**src/rtl/clcd_pkg.sv**
```systemverilog
// Package for the character LCD controller: word types, register map,
// request and sequence codes, and LCD command bytes. No dependencies.
package clcd_pkg;

  // Longest string that can be loaded for one write request.
  localparam int MaxChars = 16;
  localparam int StoreAw  = $clog2(MaxChars);

  // Kind codes of a command word.
  localparam logic [2:0] KIND_TICK   = 3'd0;
  localparam logic [2:0] KIND_INIT   = 3'd1;
  localparam logic [2:0] KIND_CLEAR  = 3'd2;
  localparam logic [2:0] KIND_CURSOR = 3'd3;
  localparam logic [2:0] KIND_LOAD   = 3'd4;

  // Status codes of a response word.
  localparam logic [1:0] STATUS_OK       = 2'd0;
  localparam logic [1:0] STATUS_TOO_LONG = 2'd1;
  localparam logic [1:0] STATUS_BAD_POS  = 2'd2;

  // Configuration register indexes.
  localparam logic [2:0] REG_TICK_MS       = 3'd0;
  localparam logic [2:0] REG_POWER_ON_WAIT = 3'd1;
  localparam logic [2:0] REG_FUNC_SET_WAIT = 3'd2;
  localparam logic [2:0] REG_DISPLAY_WAIT  = 3'd3;
  localparam logic [2:0] REG_ENTRY_WAIT    = 3'd4;

  // LCD command bytes.
  localparam logic [7:0] CMD_FUNC_SET   = 8'h38;
  localparam logic [7:0] CMD_DISPLAY_ON = 8'h0C;
  localparam logic [7:0] CMD_CLEAR      = 8'h01;
  localparam logic [7:0] CMD_ENTRY      = 8'h06;
  localparam logic [7:0] CMD_DDRAM      = 8'h80;
  localparam logic [7:0] LINE2_BASE     = 8'h40;

  localparam logic [15:0] ELAPSED_MAX = 16'hFFFF;

  typedef enum logic [1:0] {
    MODE_OFF,
    MODE_INIT,
    MODE_OPER
  } mode_t;

  typedef enum logic [2:0] {
    STEP_POWER,
    STEP_FUNC,
    STEP_DISP,
    STEP_CLEAR,
    STEP_ENTRY,
    STEP_END
  } step_t;

  typedef enum logic [1:0] {
    REQ_WRITE,
    REQ_CLEAR,
    REQ_CURSOR
  } req_t;

  typedef struct packed {
    logic [2:0] kind;
    logic [7:0] char_code;
    logic       last_char;
    logic       row;
    logic [4:0] column;
  } cmd_word_t;

  typedef struct packed {
    logic [1:0] status;
    logic       accepted;
    logic       busy_res;
    logic       operational;
    logic       done_res;
    logic       lcd_rs;
    logic       lcd_en;
    logic [7:0] lcd_data;
  } rsp_word_t;

  typedef struct packed {
    logic [7:0]  tick_ms;
    logic [15:0] power_on_wait;
    logic [15:0] func_set_wait;
    logic [15:0] display_wait;
    logic [15:0] entry_wait;
  } cfg_regs_t;

endpackage

```
**src/rtl/clcd_cfg_regs.sv**
```systemverilog
// Configuration register file of the character LCD controller.
// Depends on clcd_pkg for the register map and the cfg_regs_t struct.
module clcd_cfg_regs (
  input  logic                clk,
  input  logic                rst,
  input  logic                cfg_valid,
  output logic                cfg_ready,
  input  logic [2:0]          cfg_index,
  input  logic [15:0]         cfg_data,
  output clcd_pkg::cfg_regs_t regs
);

  // Writes are always taken; an index past the map is dropped.
  assign cfg_ready = 1'b1;

  always_ff @(posedge clk) begin
    if (rst) begin
      regs.tick_ms       <= 8'd2;
      regs.power_on_wait <= 16'd30;
      regs.func_set_wait <= 16'd20;
      regs.display_wait  <= 16'd20;
      regs.entry_wait    <= 16'd10;
    end else if (cfg_valid) begin
      case (cfg_index)
        clcd_pkg::REG_TICK_MS:       regs.tick_ms       <= cfg_data[7:0];
        clcd_pkg::REG_POWER_ON_WAIT: regs.power_on_wait <= cfg_data;
        clcd_pkg::REG_FUNC_SET_WAIT: regs.func_set_wait <= cfg_data;
        clcd_pkg::REG_DISPLAY_WAIT:  regs.display_wait  <= cfg_data;
        clcd_pkg::REG_ENTRY_WAIT:    regs.entry_wait    <= cfg_data;
        default: ;
      endcase
    end
  end

endmodule

```
**src/rtl/clcd_core.sv**
```systemverilog
// Controller state and the single-pass update for one command word.
// Depends on clcd_pkg for word types, codes and LCD command bytes.
module clcd_core (
  input  logic                clk,
  input  logic                rst,
  input  logic                fire,
  input  clcd_pkg::cmd_word_t item,
  input  clcd_pkg::cfg_regs_t cfg,
  output clcd_pkg::rsp_word_t res
);

  clcd_pkg::mode_t mode, mode_next;
  clcd_pkg::step_t init_step, init_step_next;
  clcd_pkg::req_t  request_type, request_type_next;
  logic [15:0] elapsed_ms, elapsed_ms_next;
  logic        en_level, en_level_next;
  logic        request_busy, request_busy_next;
  logic [4:0]  string_length, string_length_next;
  logic [4:0]  load_count, load_count_next;
  logic [4:0]  write_index, write_index_next;
  logic        cursor_row, cursor_row_next;
  logic [4:0]  cursor_column, cursor_column_next;
  logic        pin_rs, pin_rs_next;
  logic [7:0]  pin_data, pin_data_next;

  logic [7:0] string_store [clcd_pkg::MaxChars];

  logic [16:0] elapsed_sum;
  logic [15:0] elapsed_sat;
  logic        ready_op;
  logic        store_we;
  logic [7:0]  store_rd;
  logic [4:0]  column_less_full;
  logic [3:0]  column_less;
  logic [7:0]  cursor_cmd;
  logic [1:0]  status;
  logic        accepted;
  logic        done;

  assign elapsed_sum = {1'b0, elapsed_ms} + {9'd0, cfg.tick_ms};
  assign elapsed_sat = elapsed_sum[16] ? clcd_pkg::ELAPSED_MAX : elapsed_sum[15:0];
  assign ready_op    = !request_busy && (mode == clcd_pkg::MODE_OPER);
  assign store_rd    = string_store[write_index[clcd_pkg::StoreAw-1:0]];
  assign column_less_full = cursor_column - 5'd1;
  assign column_less = column_less_full[3:0];
  assign cursor_cmd  = clcd_pkg::CMD_DDRAM
                     | (cursor_row ? clcd_pkg::LINE2_BASE : 8'h00)
                     | {4'd0, column_less};
  assign store_we    = fire && (item.kind == clcd_pkg::KIND_LOAD)
                     && (load_count < 5'(clcd_pkg::MaxChars)) && !request_busy;

  // Next-state logic. A transfer phase flips the enable level and drives register
  // select; the rising phase also drives new data.
  always_comb begin
    mode_next          = mode;
    init_step_next     = init_step;
    request_type_next  = request_type;
    elapsed_ms_next    = elapsed_ms;
    en_level_next      = en_level;
    request_busy_next  = request_busy;
    string_length_next = string_length;
    load_count_next    = load_count;
    write_index_next   = write_index;
    cursor_row_next    = cursor_row;
    cursor_column_next = cursor_column;
    pin_rs_next        = pin_rs;
    pin_data_next      = pin_data;
    status             = clcd_pkg::STATUS_OK;
    accepted           = 1'b0;
    done               = 1'b0;

    case (item.kind)
      clcd_pkg::KIND_TICK: begin
        elapsed_ms_next = elapsed_sat;
        if (mode == clcd_pkg::MODE_INIT) begin
          if (init_step == clcd_pkg::STEP_END) begin
            mode_next         = clcd_pkg::MODE_OPER;
            request_busy_next = 1'b0;
            done              = 1'b1;
          end else if (init_step == clcd_pkg::STEP_POWER) begin
            if (elapsed_sat > cfg.power_on_wait) begin
              init_step_next  = clcd_pkg::STEP_FUNC;
              elapsed_ms_next = 16'd0;
            end
          end else begin
            en_level_next = !en_level;
            pin_rs_next   = 1'b0;
            case (init_step)
              clcd_pkg::STEP_FUNC: begin
                if (!en_level) pin_data_next = clcd_pkg::CMD_FUNC_SET;
                if (en_level && elapsed_sat > cfg.func_set_wait) begin
                  init_step_next  = clcd_pkg::STEP_DISP;
                  elapsed_ms_next = 16'd0;
                end
              end
              clcd_pkg::STEP_DISP: begin
                if (!en_level) pin_data_next = clcd_pkg::CMD_DISPLAY_ON;
                if (en_level && elapsed_sat > cfg.display_wait) begin
                  init_step_next  = clcd_pkg::STEP_CLEAR;
                  elapsed_ms_next = 16'd0;
                end
              end
              clcd_pkg::STEP_CLEAR: begin
                if (!en_level) pin_data_next = clcd_pkg::CMD_CLEAR;
                if (en_level && elapsed_sat > cfg.display_wait) begin
                  init_step_next  = clcd_pkg::STEP_ENTRY;
                  elapsed_ms_next = 16'd0;
                end
              end
              clcd_pkg::STEP_ENTRY: begin
                if (!en_level) pin_data_next = clcd_pkg::CMD_ENTRY;
                if (en_level && elapsed_sat > cfg.entry_wait) begin
                  init_step_next  = clcd_pkg::STEP_END;
                  elapsed_ms_next = 16'd0;
                end
              end
              default: ;
            endcase
          end
        end else if (mode == clcd_pkg::MODE_OPER && request_busy) begin
          case (request_type)
            clcd_pkg::REQ_WRITE: begin
              if (write_index < string_length
                  && write_index < 5'(clcd_pkg::MaxChars)) begin
                en_level_next = !en_level;
                pin_rs_next   = 1'b1;
                if (!en_level) pin_data_next = store_rd;
                else write_index_next = write_index + 5'd1;
              end else begin
                write_index_next  = 5'd0;
                request_busy_next = 1'b0;
                done              = 1'b1;
              end
            end
            clcd_pkg::REQ_CLEAR, clcd_pkg::REQ_CURSOR: begin
              en_level_next = !en_level;
              pin_rs_next   = 1'b0;
              if (!en_level) begin
                pin_data_next = (request_type == clcd_pkg::REQ_CLEAR)
                              ? clcd_pkg::CMD_CLEAR : cursor_cmd;
              end else begin
                request_busy_next = 1'b0;
                done              = 1'b1;
              end
            end
            default: ;
          endcase
        end
      end
      clcd_pkg::KIND_INIT: begin
        if (!request_busy) begin
          mode_next         = clcd_pkg::MODE_INIT;
          init_step_next    = clcd_pkg::STEP_POWER;
          request_busy_next = 1'b1;
          accepted          = 1'b1;
        end
      end
      clcd_pkg::KIND_CLEAR: begin
        if (ready_op) begin
          request_busy_next = 1'b1;
          request_type_next = clcd_pkg::REQ_CLEAR;
          accepted          = 1'b1;
        end
      end
      clcd_pkg::KIND_CURSOR: begin
        if (item.column == 5'd0 || item.column > 5'(clcd_pkg::MaxChars)) begin
          status = clcd_pkg::STATUS_BAD_POS;
        end else if (ready_op) begin
          cursor_row_next    = item.row;
          cursor_column_next = item.column;
          request_busy_next  = 1'b1;
          request_type_next  = clcd_pkg::REQ_CURSOR;
          accepted           = 1'b1;
        end
      end
      clcd_pkg::KIND_LOAD: begin
        // The count stops one past the limit so an overlong string is seen.
        if (load_count <= 5'(clcd_pkg::MaxChars)) load_count_next = load_count + 5'd1;
        if (item.last_char) begin
          if (load_count_next > 5'(clcd_pkg::MaxChars)) begin
            status = clcd_pkg::STATUS_TOO_LONG;
          end else if (ready_op) begin
            string_length_next = load_count_next;
            write_index_next   = 5'd0;
            request_busy_next  = 1'b1;
            request_type_next  = clcd_pkg::REQ_WRITE;
            accepted           = 1'b1;
          end
          load_count_next = 5'd0;
        end
      end
      default: ;
    endcase
  end

  // Response word, built from the updated state.
  always_comb begin
    res.status      = status;
    res.accepted    = accepted;
    res.busy_res    = request_busy_next;
    res.operational = (mode_next == clcd_pkg::MODE_OPER);
    res.done_res    = done;
    res.lcd_rs      = pin_rs_next;
    res.lcd_en      = en_level_next;
    res.lcd_data    = pin_data_next;
  end

  always_ff @(posedge clk) begin
    if (rst) begin
      mode          <= clcd_pkg::MODE_OFF;
      init_step     <= clcd_pkg::STEP_POWER;
      request_type  <= clcd_pkg::REQ_WRITE;
      elapsed_ms    <= 16'd0;
      en_level      <= 1'b0;
      request_busy  <= 1'b0;
      string_length <= 5'd0;
      load_count    <= 5'd0;
      write_index   <= 5'd0;
      cursor_row    <= 1'b0;
      cursor_column <= 5'd1;
      pin_rs        <= 1'b0;
      pin_data      <= 8'd0;
    end else if (fire) begin
      mode          <= mode_next;
      init_step     <= init_step_next;
      request_type  <= request_type_next;
      elapsed_ms    <= elapsed_ms_next;
      en_level      <= en_level_next;
      request_busy  <= request_busy_next;
      string_length <= string_length_next;
      load_count    <= load_count_next;
      write_index   <= write_index_next;
      cursor_row    <= cursor_row_next;
      cursor_column <= cursor_column_next;
      pin_rs        <= pin_rs_next;
      pin_data      <= pin_data_next;
    end
  end

  always_ff @(posedge clk) begin
    if (store_we) string_store[load_count[clcd_pkg::StoreAw-1:0]] <= item.char_code;
  end

endmodule

```
**src/rtl/char_lcd_async_controller_unit.sv**
```systemverilog
// Top level of the character LCD controller: command and response registers
// around clcd_core, plus the clcd_cfg_regs register file. Depends on clcd_pkg.

// This block runs an HD44780-style 8-bit character LCD. Each command word is
// a tick, an init, a clear, a set-cursor or one character of a string; a tick
// adds tick_ms to a saturating millisecond counter and advances either the
// timed power-up sequence or the pending request, toggling the enable pin
// on each tick that drives a transfer. For every command word exactly one
// response word comes back, carrying the status, the accepted/busy/
// operational/done flags and the pin levels after that word. The block takes
// one command word per clock cycle when the response side keeps up; a word
// is held in the command register, and its state update and response are
// computed combinationally by clcd_core and land in the response register
// once that register is free. The response register lets the next command
// enter while a finished response waits to be taken. Requests that arrive
// while another is in progress are answered with accepted low, and clear,
// set cursor or write requests are not taken before init completes.
// Configuration writes are always accepted (cfg_ready is tied high) and are
// meant to happen only while no command word is in flight.
module char_lcd_async_controller_unit (
  input  logic                clk,
  input  logic                rst,
  input  logic                cmd_valid,
  output logic                cmd_stall,
  input  clcd_pkg::cmd_word_t cmd_word,
  output logic                rsp_valid,
  input  logic                rsp_stall,
  output clcd_pkg::rsp_word_t rsp_word,
  input  logic                cfg_valid,
  output logic                cfg_ready,
  input  logic [2:0]          cfg_index,
  input  logic [15:0]         cfg_data
);

  clcd_pkg::cfg_regs_t cfg;
  clcd_pkg::cmd_word_t item;
  clcd_pkg::rsp_word_t core_res;
  logic                item_valid;
  logic                rsp_free;
  logic                advance;

  // The response register can take a new word when it is empty or being read.
  assign rsp_free  = !rsp_valid || !rsp_stall;
  assign advance   = item_valid && rsp_free;
  assign cmd_stall = item_valid && !rsp_free;

  clcd_cfg_regs u_cfg (
    .clk       (clk),
    .rst       (rst),
    .cfg_valid (cfg_valid),
    .cfg_ready (cfg_ready),
    .cfg_index (cfg_index),
    .cfg_data  (cfg_data),
    .regs      (cfg)
  );

  clcd_core u_core (
    .clk  (clk),
    .rst  (rst),
    .fire (advance),
    .item (item),
    .cfg  (cfg),
    .res  (core_res)
  );

  // Command register: refills whenever its word moves on or it is empty.
  always_ff @(posedge clk) begin
    if (rst) begin
      item_valid <= 1'b0;
    end else if (!cmd_stall) begin
      item_valid <= cmd_valid;
    end
  end

  always_ff @(posedge clk) begin
    if (cmd_valid && !cmd_stall) item <= cmd_word;
  end

  // Response register.
  always_ff @(posedge clk) begin
    if (rst) begin
      rsp_valid <= 1'b0;
    end else if (advance) begin
      rsp_valid <= 1'b1;
    end else if (!rsp_stall) begin
      rsp_valid <= 1'b0;
    end
  end

  always_ff @(posedge clk) begin
    if (advance) rsp_word <= core_res;
  end

endmodule

```
**config.mk**
```make
export PLATFORM = sky130hd
export DESIGN_NAME = char_lcd_async_controller_unit
export DESIGN_NICKNAME = d
export VERILOG_FILES = /design/src/rtl/clcd_pkg.sv /design/src/rtl/clcd_cfg_regs.sv /design/src/rtl/clcd_core.sv /design/src/rtl/char_lcd_async_controller_unit.sv
export SDC_FILE = /design/constraint.sdc
export NUM_CORES = 1
export LEC_CHECK = 0
export BUFFER_PORTS_ARGS = -buffer_cell sky130_fd_sc_hd__buf_2
export CAP_MARGIN = 20
export CORE_ASPECT_RATIO = 1.25
export CORE_UTILIZATION = 40
export DETAILED_ROUTE_END_ITERATION = 7
export PLACE_DENSITY = 0.68
export SLEW_MARGIN = 20
export SYNTH_ARGS = -nofsm -noshare
export SYNTH_HDL_FRONTEND = slang
export SYNTH_SLANG_ARGS = --single-unit
export TNS_END_PERCENT = 20
```
**constraint.sdc**
```tcl
create_clock -name clk -period 4.8 [get_ports clk]
set_input_delay 0.72 -clock clk [delete_from_list [all_inputs] [get_ports clk]]
set_output_delay 0.72 -clock clk [all_outputs]
set_load 0.005 [all_outputs]
```
# --- Yosys cells after proc, flatten, opt, wreduce, memory -nomap -nowiden ---
# Memories as Yosys holds them, arrays and structs flattened. A register that Yosys moved wholly into a read port is not among the register bits.
# Cells that the tools add are included.
classes:
  n_addsub: 4
  n_lt_le_gt_ge: 10
  n_eq_ne: 38
  muxes: 106
  bitwise_logic: 3
  reduce_logical: 42
op_table:
  columns: ["cell", "n"]
  rows:
  - ["16-bit two-way mux", 8]
  - ["8-bit two-way mux", 13]
  - ["16-bit > comparator", 4]
  - ["5-bit two-way mux", 11]
  - ["16-bit one-hot mux with 3 select lines", 1]
  - ["1-bit two-way mux", 36]
  - ["8-bit one-hot mux with 4 select lines", 1]
  - ["3-bit two-way mux", 9]
  - ["2-bit two-way mux", 11]
  - ["3-bit by 2-bit == test with 1-bit output (second input constant)", 6]
  - ["16-bit by 8-bit adder with 17-bit output", 1]
  - ["4-bit by 2-bit != test with 1-bit output (second input constant)", 4]
  - ["8-bit one-hot mux with 2 select lines", 1]
  - ["2-bit != test (second input constant)", 7]
  - ["2-bit AND reduction", 7]
  - ["3-bit == test (second input constant)", 4]
  - ["1-bit logical AND", 12]
  - ["2-bit by 1-bit != test with 1-bit output (second input constant)", 6]
  - ["3-bit one-hot mux with 4 select lines", 1]
  - ["11-bit AND reduction", 1]
  - ["5-bit by 1-bit adder with 5-bit output (second input constant)", 2]
  - ["5-bit > comparator (second input constant)", 2]
  - ["5-bit < comparator (second input constant)", 2]
  - ["5-bit one-hot mux with 2 select lines", 1]
  - ["other kinds (31)", 52]
word_totals:
  ff_bits: 162
  mem_bits_rw: 128
  inputBits: 42
  out_inout_bits: 19
  word_cells: 237
  mem_count: 1
mem_list:
  columns: ["name", "depth", "word_bits", "rd", "rd_clocked_by_memory_dff", "write_ports", "line_no", "rtl"]
  rows:
  - ["u_core.string_store", 16, 8, 1, 1, 1, "clcd_core.sv:26", "logic [7:0] string_store [clcd_pkg::MaxChars];"]

# --- Longest topological paths before layout ---
# Gate-level depths: netlist of run 1.
depth:
  ltp_word: 10
  mapped_depth: 20
  ltp_nobuf: 17

# --- By module ---
# A second synthesis of run 1 with hierarchy kept.
unflattened:
  cells_unflattened: 1262
  area_unflattened_um2: 14513.9
modules_own_cells:
  columns: ["mod", "n_inst", "cells_per_inst", "area_each_um2", "seq_area_each_um2"]
  rows:
  - ["clcd_core", 1, 953, 10522.6, 5004.8]
  - ["clcd_cfg_regs", 1, 265, 2884.0, 1441.4]
  - ["char_lcd_async_controller_unit", 1, 44, 1107.3, 1061.0]

# --- Least setup slack after synthesis of run 1 ---
# Ideal clock, no wire load.
synth_timing:
  kind: "reg2reg"
  startpoint: "register u_cfg.regs[64] in the netlist's numbering"
  endpoint: "register u_core.elapsed_ms[9]"
  setup_ns: 0.117
  arrival_ns: 4.370
  t_required_ns: 4.683
  setup_slack_ns: 0.313
  path_stages_with_launch: 21
  n_path_buf: 3
  period_less_slack_ns: 4.487
  cell_sequence: "dfxtp_1 -> ha_1 -> fa_1 -> a21oi_1 -> o2111ai_1 -> a21bo_2 -> buf_2 -> nand2b_1 -> clkbuf_1 -> nand2_1 -> mux2_2 -> ha_1 -> nand4_1 -> nor4_1 -> o21ai_0 -> a31oi_1 -> a21oi_1 -> nor4_4 -> o21ai_4 -> buf_6 -> a32o_1"
synth_between:
  elab_chain_cells: 9
  elab_cells_between_ends: 17
  classes_between: "add/sub (1); order compare (4); mux (9); reduce/logical (3)"
synth_lines:
  columns: ["item", "line_no", "rtl"]
  rows:
  - ["start, declared", "clcd_cfg_regs.sv:10", "output clcd_pkg::cfg_regs_t regs"]
  - ["16-bit by 8-bit adder with 17-bit output *", "clcd_core.sv:40", "assign elapsed_sum = {1'b0, elapsed_ms} + {9'd0, cfg.tick_ms};"]
  - ["16-bit two-way mux *", "clcd_core.sv:41", "assign elapsed_sat = elapsed_sum[16] ? clcd_pkg::ELAPSED_MAX : elapsed_sum[15:0];"]
  - ["16-bit > comparator (on tied branches)", null, null]
  - ["1-bit logical AND (on tied branches)", null, null]
  - ["16-bit two-way mux (on tied branches)", null, null]
  - ["16-bit one-hot mux with 3 select lines", "clcd_core.sv:88", "case (init_step)"]
  - ["16-bit two-way mux", "clcd_core.sv:80", "end else if (init_step == clcd_pkg::STEP_POWER) begin"]
  - ["16-bit two-way mux", "clcd_core.sv:76", "if (init_step == clcd_pkg::STEP_END) begin"]
  - ["16-bit two-way mux *", "clcd_core.sv:75", "if (mode == clcd_pkg::MODE_INIT) begin"]
  - ["end signal, assigned", "clcd_core.sv:227", "elapsed_ms <= elapsed_ms_next;"]
  - ["end, declared", "clcd_core.sv:15", "logic [15:0] elapsed_ms, elapsed_ms_next;"]
# Every way passes the cells marked *; elsewhere a longest branch is shown, timed or not.
# A chain may end at the register's enable or synchronous reset.

# --- Final worst setup path of run 1 ---
layout_timing:
  startpoint: "register u_cfg.regs[64] in the netlist's numbering"
  endpoint: "register u_core.elapsed_ms[15]"
# Same word-level chain as after synthesis.

==> results of run 1 <==
-- repair_timing --
action	4_1_cts	5_1_grt
gates resized for setup	0	4
setup endpoints to repair	0	19
buffers inserted	0	0
-- worst min-delay path by stage --
stage / startpoint / endpoint / slack [ns] / depth (start not counted)
finish: cmd_word[0] / item[0] / 0.29 / 1
global route: cmd_word[4] / item[4] / 0.27 / 1
CTS: cmd_word[9] / item[9] / 0.28 / 1
detailed placement: u_cfg.regs[31] / u_cfg.regs[31] / 0.45 / 2
global placement: u_cfg.regs[35] / u_cfg.regs[35] / 0.44 / 2
floorplan: u_core.elapsed_ms[0] / u_core.elapsed_ms[0] / 0.43 / 2
-- registers in the layout, summed over array words and instances, names as in the netlist, 2 cells and up, named ones only --
| name | count |
|---|---|
| u_core.mode | 2 |
| u_core.request_type | 2 |
| u_core.init_step | 3 |
| rsp_word | 16 |
| u_core.pin_data | 8 |
| u_cfg.regs | 72 |
| u_core.write_index | 5 |
| item | 18 |
| u_core.elapsed_ms | 16 |
| u_core.string_length | 5 |
| u_core.cursor_column | 4 |
| u_core.load_count | 5 |
| u_core.string_store | 128 |
-- cell families (layout without fill, tap and decap cells) --
logic type / count (synthesis) / in the layout
compound gates: 301 / 301
buf+inv: 155 / 234
mux: 54 / 54
simple gates: 427 / 427
flops: 294 / 294
other cells: 1 / 1
fa+ha+maj: 82 / 82
xor+xnor: 14 / 14
-- power groups by stage --
stage / Sequential [mW] / Clock [mW] / Combinational (mW)
after floorplan: 2.77 / 0 / 0.135
after global placement: 2.79 / 0 / 0.215
after detailed placement: 2.79 / 0 / 0.219
after CTS: 2.73 / 2.37 / 0.219
after global routing: 2.74 / 2.48 / 0.247
final: 2.73 / 2.33 / 0.222
-- critical path, cell delays in order (launching register included) --
cell	delay [ns]
dfxtp_1	0.32
ha_1	0.23
fa_1	0.46
a21oi_2	0.19
o2111ai_1	0.19
a21bo_2	0.25
nor2b_1	0.15
a2111o_1	0.38
o21a_1	0.19
ha_1	0.35
nand4_1	0.13
or4_1	0.58
nor4b_1	0.32
mux2i_1	0.15
nand3_2	0.16
nor3_2	0.08
o21ai_4	0.08
buf_12	0.16
a32o_1	0.16
-- placed cells by master (no fill, tap or decap), types with 6 or more instances in the layout --
cell	netlist	routed
a211oi_1	12	12
a21oi_1	119	118
a31oi_1	13	13
a32o_1	15	15
buf_2	6	58
buf_4	2	24
clkbuf_1	46	7
clkbuf_16	0	30
clkinv_2	0	7
dfxtp_1	132	131
edfxtp_1	162	162
ha_1	81	81
inv_1	94	94
mux2_2	6	6
mux2i_1	10	10
mux4_2	38	38
nand2_1	206	206
nand2b_1	12	12
nand3_1	34	33
nand4_1	18	18
nor2_1	78	76
nor2b_1	14	13
nor3_1	20	19
nor4_1	6	6
o211ai_1	23	23
o21a_1	10	10
o21ai_0	47	47
o31ai_1	9	9
or2_2	8	8
xnor2_1	10	10
-- layer usage --
metal  vias up  global-route usage  wire [microns]
met5         -                   0               0
met4         0              0.0690            1120
met3        71              0.0257            2220
met2       362               0.361           17900
met1      4990               0.245           14100
li1       4971                   -               -
-- metrics by stage --
step	setup WS (ns)	instances	hold WS [ns]	utilization
detailed placement	0.191	1818	0.447	0.433
CTS	0.129	1874	0.279	0.461
global placement	0.275	1818	0.442	0.433
finish	0.178	1875	0.293	0.462
global route	-0.0107	1875	0.272	0.462
floorplan	0.313	1328	0.429	-
-- area by class of cell --
| type | instances | area (sq um) | area share |
|---|---|---|---|
| Sequential cell | 294 | 7510 | 0.468 |
| Multi-Input combinational cell | 879 | 6110 | 0.381 |
| Clock buffer | 37 | 777 | 0.0484 |
| Tap cell | 468 | 586 | 0.0365 |
| Timing Repair Buffer | 83 | 490 | 0.0306 |
| Inverter | 95 | 357 | 0.0222 |
| Clock inverter | 19 | 208 | 0.0129 |
==> out/qor.csv, run 1 <==
stage,metric,value,unit
floorplan,row_count,76,
global_routing,grt_pass1_vias,10400,
timing,clock.fmax,0.216,GHz
cells_and_area,fin_area,16000,sq um
worst_setup_path,endpoint,u_core.elapsed_ms[15],
routing,wl_per_cell,18.9,microns
synth,synth_warnings,0,
cts,clk_latency,0.60,ns
placement,dp_hpwl,24900,microns
timing,fin_crit_sh,0.963,
worst_setup_path,rrSetupSlack,0.18,ns
synth,synthArstFlopShare,0,
global_routing,antenna_found_initial,0,
power,combPwrFrac,0.042,
cts,cts_buffers,30,
synth,netlist_top_cells_area,"edfxtp_1, dfxtp_1, ha_1",
global_routing,grt_pass1_wl,56100,microns
synth,netlist_area,14200,sq um
routing,dr.pass1.iters,5,
cts,clkSlewWorstSetupHoldPaths,0.06,ns
synth,synth-xor-area-share,0.00864,
global_routing,track_usage,0.201,
power,power_frac_clock,0.441,
routing,final_antenna_net_count,0,
routing,remaining_drc_errors,0,
routing,post_drt_via_cell_ratio,5.54,
worst_setup_path,reg2regPathDepth,18,
synth,syn_inst,1328,
timing,skew,0.0364,ns
cells_and_area,layout.nets,1507,
power,intPower,4.09,mW
synth,synth_top_area_share,0.343,
synth,syn_nets,1452,
routing,wirelength,35400,microns
synth,synthDistinctLibCells,75,
routing,num_vias,10400,
cells_and_area,drive_above_1_share,0.144,
global_routing,grt_overflow_total,0,
power,powerDensity,330,nW/um^2
status,run_status,"complete, no violations",
synth,synth_most_common_cell,nand2_1,
synth,synth_top_family_by_area,simple AND/OR/NAND/NOR gates,
cells_and_area,diodes,0,
timing,setup-violations-final,0,
cts,htreeDepth,1,
synth,synth-main-ff-cell,edfxtp_1,
synth,synthAdderAreaFrac,0.0728,
power,peakVddDrop,0.279,mV
job,maxCapViolCount,0,
worst_setup_path,crit_required,5.31,ns
worst_setup_path,path_class,flop to flop,
worst_setup_path,path_max_fanout,15,
worst_setup_path,reg2reg_to,u_core.elapsed_ms[15],
worst_setup_path,cp-startpoint,u_cfg.regs[64],
placement,io_buffer_count,59,
power,pwr-share-seq,0.517,
synth,synth_commonest_cells,"nand2_1, edfxtp_1, dfxtp_1, a21oi_1, inv_1",
synth,synthSimpleGateAreaFrac,0.137,
worst_setup_path,worst_setup_path_end_kind,flop,
floorplan,die_x,171,microns
cts,cts_num_sinks,294,
global_routing,grt_max_degree,61,
floorplan,io-pin-count,61,
timing,hold_violations,0,
synth,ys_ff_latch,294,
floorplan,start_util,0.409,
timing,fin_crit,4.62,ns
placement,routabilityCongestion,0.963,
min_path,hp-class,input port to flop,
routing,drtIter0Drc,977,
synth,synth_mux_area_frac,0.0721,
power,p_leak,5.64,nW
cts,clk_path_buf_depth,3,
power,power_switching,1.20,mW
power,power.total,5.29,mW
timing,relSlewSlack,0.290,
floorplan,die_h,213,microns
worst_setup_path,critPathArrivalTime,5.13,ns
cells_and_area,areaGrowthSynthToFinish,13.0,%
synth,yosys.area.top_type,edfxtp_1,
cells_and_area,fill_cells,3144,
worst_setup_path,crit_path_start_kind,flop,
synth,synth_edf_count,162,
timing,fin_setup_tns,0,ns
cts,cts_tree,built,
floorplan,core-area,34700,sq um
timing,slew_violations,0,
cts,cts-root-buf,clkbuf_16,
synth,synth_compound_area_frac,0.137,
power,swShare,0.226,
synth,seq_area_frac_synth,0.529,
placement,place_area,15000,sq um
synth,synth.avg_cell_area,10.7,sq um
worst_setup_path,r2r-start,u_cfg.regs[64],
floorplan,dieArea,36300,sq um
cts,cts_hold_buf,0,
timing,tightest_slew,1.06,ns
Note: power is estimated with default switching activity, not from simulation.
==> run 2: changes to the inputs <==
--- a/config.mk
+++ b/config.mk
@@ -14,5 +14,6 @@
 export SLEW_MARGIN = 20
 export SYNTH_ARGS = -nofsm -noshare
 export SYNTH_HDL_FRONTEND = slang
+export SYNTH_HIERARCHICAL = 1
 export SYNTH_SLANG_ARGS = --single-unit
 export TNS_END_PERCENT = 20
==> run 2 against run 1 <==
  * The flow now finishes with violations (negative setup slack)
  * Global-route usage fell by 1.1 points
  * Sequential power barely moved
  * Die area rose by 2.2%
==> out/qor.csv, run 2 <==
stage,metric,value,unit,change
status,run_status,"complete, but fails checks",,"was complete, no violations"
status,violations,negative setup slack,,
timing,clock.fmax,0.207,GHz,was 0.216 GHz
timing,fin_crit,4.82,ns,was 4.62 ns
worst_setup_path,crit_family,simple AND/OR/NAND/NOR gates,,was compound AO/OA/AOI/OAI gates
floorplan,die_x,172,microns,was 171 microns
cts,cts_buffers,30,,unchanged
cells_and_area,areaGrowthSynthToFinish,16.3,%,was 13.0%
global_routing,grt_pass1_wl,54100,microns,was 56100 microns
min_path,hp-class,input port to flop,,unchanged
job,maxCapViolCount,0,,unchanged
power,powerDensity,322,nW/um^2,was 330 nW/um^2
worst_setup_path,crit_required,5.27,ns,was 5.31 ns
synth,synth_top_area_share,0.335,,was 0.343
worst_setup_path,critPathArrivalTime,5.29,ns,was 5.13 ns
cells_and_area,multiInputGateArea,6580,sq um,was 6110 sq um
worst_setup_path,slowest_delay,0.56,ns,was 0.58 ns
synth,synth_edf_count,162,,unchanged
routing,post_drt_via_cell_ratio,5.38,,was 5.54
worst_setup_path,critPathBufInv,3,,was 1
worst_setup_path,path_class,flop to flop,,unchanged
routing,final_antenna_net_count,0,,unchanged
power,p_leak,6.58,nW,was 5.64 nW
synth,ys_ff_latch,294,,unchanged
floorplan,die_h,215,microns,was 213 microns
global_routing,antenna_found_initial,0,,unchanged
routing,dr.pass1.iters,5,,unchanged
cts,htreeDepth,1,,unchanged
worst_setup_path,crit_chain,ha_4 -> fa_2 -> a21oi_4 -> nor2_2 -> buf_4 -> or3_4 -> and2_4 -> nor3_4 -> a21oi_2 -> buf_6 -> ha_4 -> nand4_1 -> nor4_2 -> buf_4 -> o21ai_2 -> o21ba_1 -> o311a_1 -> or4_4 -> nor3b_4 -> a22o_1,,was ha_1 -> fa_1 -> a21oi_2 -> o2111ai_1 -> a21bo_2 -> nor2b_1 -> a2111o_1 -> o21a_1 -> ha_1 -> nand4_1 -> or4_1 -> nor4b_1 -> mux2i_1 -> nand3_2 -> nor3_2 -> o21ai_4 -> buf_12 -> a32o_1
floorplan,io-pin-count,61,,unchanged
synth,netlist_area,14500,sq um,was 14200 sq um
synth,netlist_top_cells_area,"edfxtp_1, dfxtp_1, ha_1",,unchanged
cells_and_area,final_cell_mix,"edfxtp_1, dfxtp_1, nand2b_1",,"was nand2_1, edfxtp_1, dfxtp_1"
power,peakVddDrop,0.369,mV,was 0.279 mV
worst_setup_path,worst_setup_path_end_kind,flop,,unchanged
placement,io_buffer_count,59,,unchanged
worst_setup_path,path_max_fanout,7,,was 15
timing,relSlewSlack,0.285,,was 0.290
synth,yosys.area.top_type,edfxtp_1,,unchanged
global_routing,grt_max_degree,84,,was 61
timing,slew_violations,0,,unchanged
routing,remaining_drc_errors,0,,unchanged
timing,rsz0062_at_grt,true,,
synth,synth.avg_cell_area,11.5,sq um,was 10.7 sq um
routing,wirelength,34700,microns,was 35400 microns
cells_and_area,fin_util,0.475,,was 0.462
timing,setup-violations-final,7,,was 0
cts,clkSlewWorstSetupHoldPaths,0.06,ns,about the same
cells_and_area,fill_cells,3170,,was 3144
worst_setup_path,crit_path_start_kind,flop,,unchanged
timing,tightest_slew,1.06,ns,about the same
synth,synth_warnings,6,,was 0
timing,fin_crit_sh,1.00,,was 0.963
routing,num_vias,9995,,was 10400
synth,syn_inst,1262,,was 1328
floorplan,start_util,0.408,,was 0.409
cts,cts_hold_buf,0,,unchanged
routing,wl_per_cell,18.7,microns,was 18.9 microns
synth,seq_area_frac_synth,0.517,,was 0.529
timing,hold_violations,0,,unchanged
placement,dp_hpwl,24800,microns,was 24900 microns
global_routing,grt_pass1_vias,9842,,was 10400
cts,cts_num_sinks,294,,unchanged
timing,fin_ws,-0.0226,ns,was 0.178 ns
cells_and_area,diodes,0,,unchanged
cts,cts_tree,built,,unchanged
placement,routabilityCongestion,0.893,,was 0.963
floorplan,row_count,77,,was 76
synth,synthDistinctLibCells,79,,was 75
cts,clk_path_buf_depth,3,,unchanged
cells_and_area,mostFrequentLayoutCell,edfxtp_1,,was nand2_1
global_routing,track_usage,0.190,,was 0.201
synth,syn_nets,1387,,was 1452
cells_and_area,layout.nets,1486,,was 1507
cts,clk_latency,0.58,ns,was 0.60 ns
synth,synth_most_common_cell,edfxtp_1,,was nand2_1
cts,cts-root-buf,clkbuf_16,,unchanged
cells_and_area,drive_above_1_share,0.186,,was 0.144
routing,drtIter0Drc,604,,was 977
synth,synth-main-ff-cell,edfxtp_1,,unchanged
synth,synthArstFlopShare,0,,unchanged
synth,synth_commonest_cells,"edfxtp_1, dfxtp_1, nand2b_1, nor2_1, inv_1",,"was nand2_1, edfxtp_1, dfxtp_1, a21oi_1, inv_1"
timing,skew,0.0166,ns,was 0.0364 ns
cells_and_area,regArea,7510,sq um,about the same
floorplan,dieArea,37100,sq um,was 36300 sq um
placement,place_ws,-0.329,ns,was 0.191 ns
global_routing,grt_overflow_total,0,,unchanged
floorplan,core-area,35600,sq um,was 34700 sq um
worst_setup_path,slowest_stage,or4_4,,was or4_1
cells_and_area,largest_reg_flops,128,,unchanged
==> run 2: cell count changes after synthesis, sizes merged, moves of 16 or more <==
| cell | delta |
|---|---|
| nand2b | +81 |
| o211ai | -21 |
| a22o | +16 |
| nand2 | -136 |
| mux2i | +74 |
| a21oi | -54 |
==> run 2: layout make-up <==
| cell class | count | share of cell area |
|---|---|---|
| inverters | 89 | 0.0198 |
| well taps | 474 | 0.0351 |
| multi-input cells | 822 | 0.390 |
| clock inverters | 18 | 0.0133 |
| flip-flops and latches | 294 | 0.445 |
| clock buffers | 38 | 0.0493 |
| repair buffers | 124 | 0.0475 |
==> run 2: worst paths after layout <==
path,from,to,slack [ns],cells past startpoint
max,u_core/elapsed_ms[0],u_core/elapsed_ms[1],-0.02,20
min,cmd_word[11],item[11],0.31,1
max reg2reg,u_core/elapsed_ms[0],u_core/elapsed_ms[1],-0.02,20
min reg2reg,u_cfg/regs[53],u_cfg/regs[53],0.47,2
==> run 2: cells by family (layout without fill, tap and decap cells) <==
| group | count (synthesis) | after routing | synth area share |
|---|---|---|---|
| flops | 294 | 294 | 0.517 |
| mux | 128 | 128 | 0.123 |
| compound gates | 222 | 222 | 0.103 |
| fa+ha+maj | 83 | 83 | 0.0721 |
| other cells | 1 | 1 | 0.000258 |
| xor+xnor | 18 | 18 | 0.0109 |
| simple gates | 369 | 370 | 0.132 |
| buf+inv | 147 | 269 | 0.0413 |
==> run 2: report_power, final <==
group | internal (mW) | switching, mW
clock network | 1.45 | 1.02
logic | 0.0994 | 0.139
registers | 2.69 | 0.0381
total | 4.24 | 1.20
==> run 2: worst reg2reg max path: cells and delay by family (launching register included) <==
kind,cells,cell delay [ns]
AND/OR/NAND/NOR,8,2.06
AO/OA/AOI/OAI,6,1.05
adder cells (fa/ha/maj),3,0.81
buffers and inverters,3,0.46
flip-flops,1,0.33
==> run 2: timing repair <==
| item | in CTS | in global routing |
|---|---|---|
| endpoints found under the hold margin | 0 | 0 |
| cloned | 1 | 0 |
| pin swaps | 9 | 7 |
| endpoints found under the setup margin | 18 | 18 |
| gates resized for setup | 21 | 12 |
| setup buffers | 5 | 3 |
==> run 2: stage by stage <==
stage	std cells	TNS, ns	power (mW)	instance area (sq um)	hold slack, ns
6_report	1859	-0.104	5.44	16900	0.311
5_1_grt	1859	-2.38	5.61	16900	0.283
4_1_cts	1856	0	5.50	16800	0.279
3_5_place_dp	1797	-4.97	3.01	15600	0.461
3_3_place_gp	1797	-3.23	3.01	15600	0.459
2_1_floorplan	1262	0	2.91	14500	0.443
==> run 2: layer usage <==
layer | share of wire | GRT usage | routed length [microns] | up-vias
met5 | 0 | 0 | 0 | -
met4 | 0.033 | 0.0693 | 1130 | 0
met3 | 0.043 | 0.0262 | 1510 | 63
met2 | 0.50 | 0.330 | 17400 | 262
met1 | 0.42 | 0.238 | 14600 | 4861
li1 | - | - | - | 4809
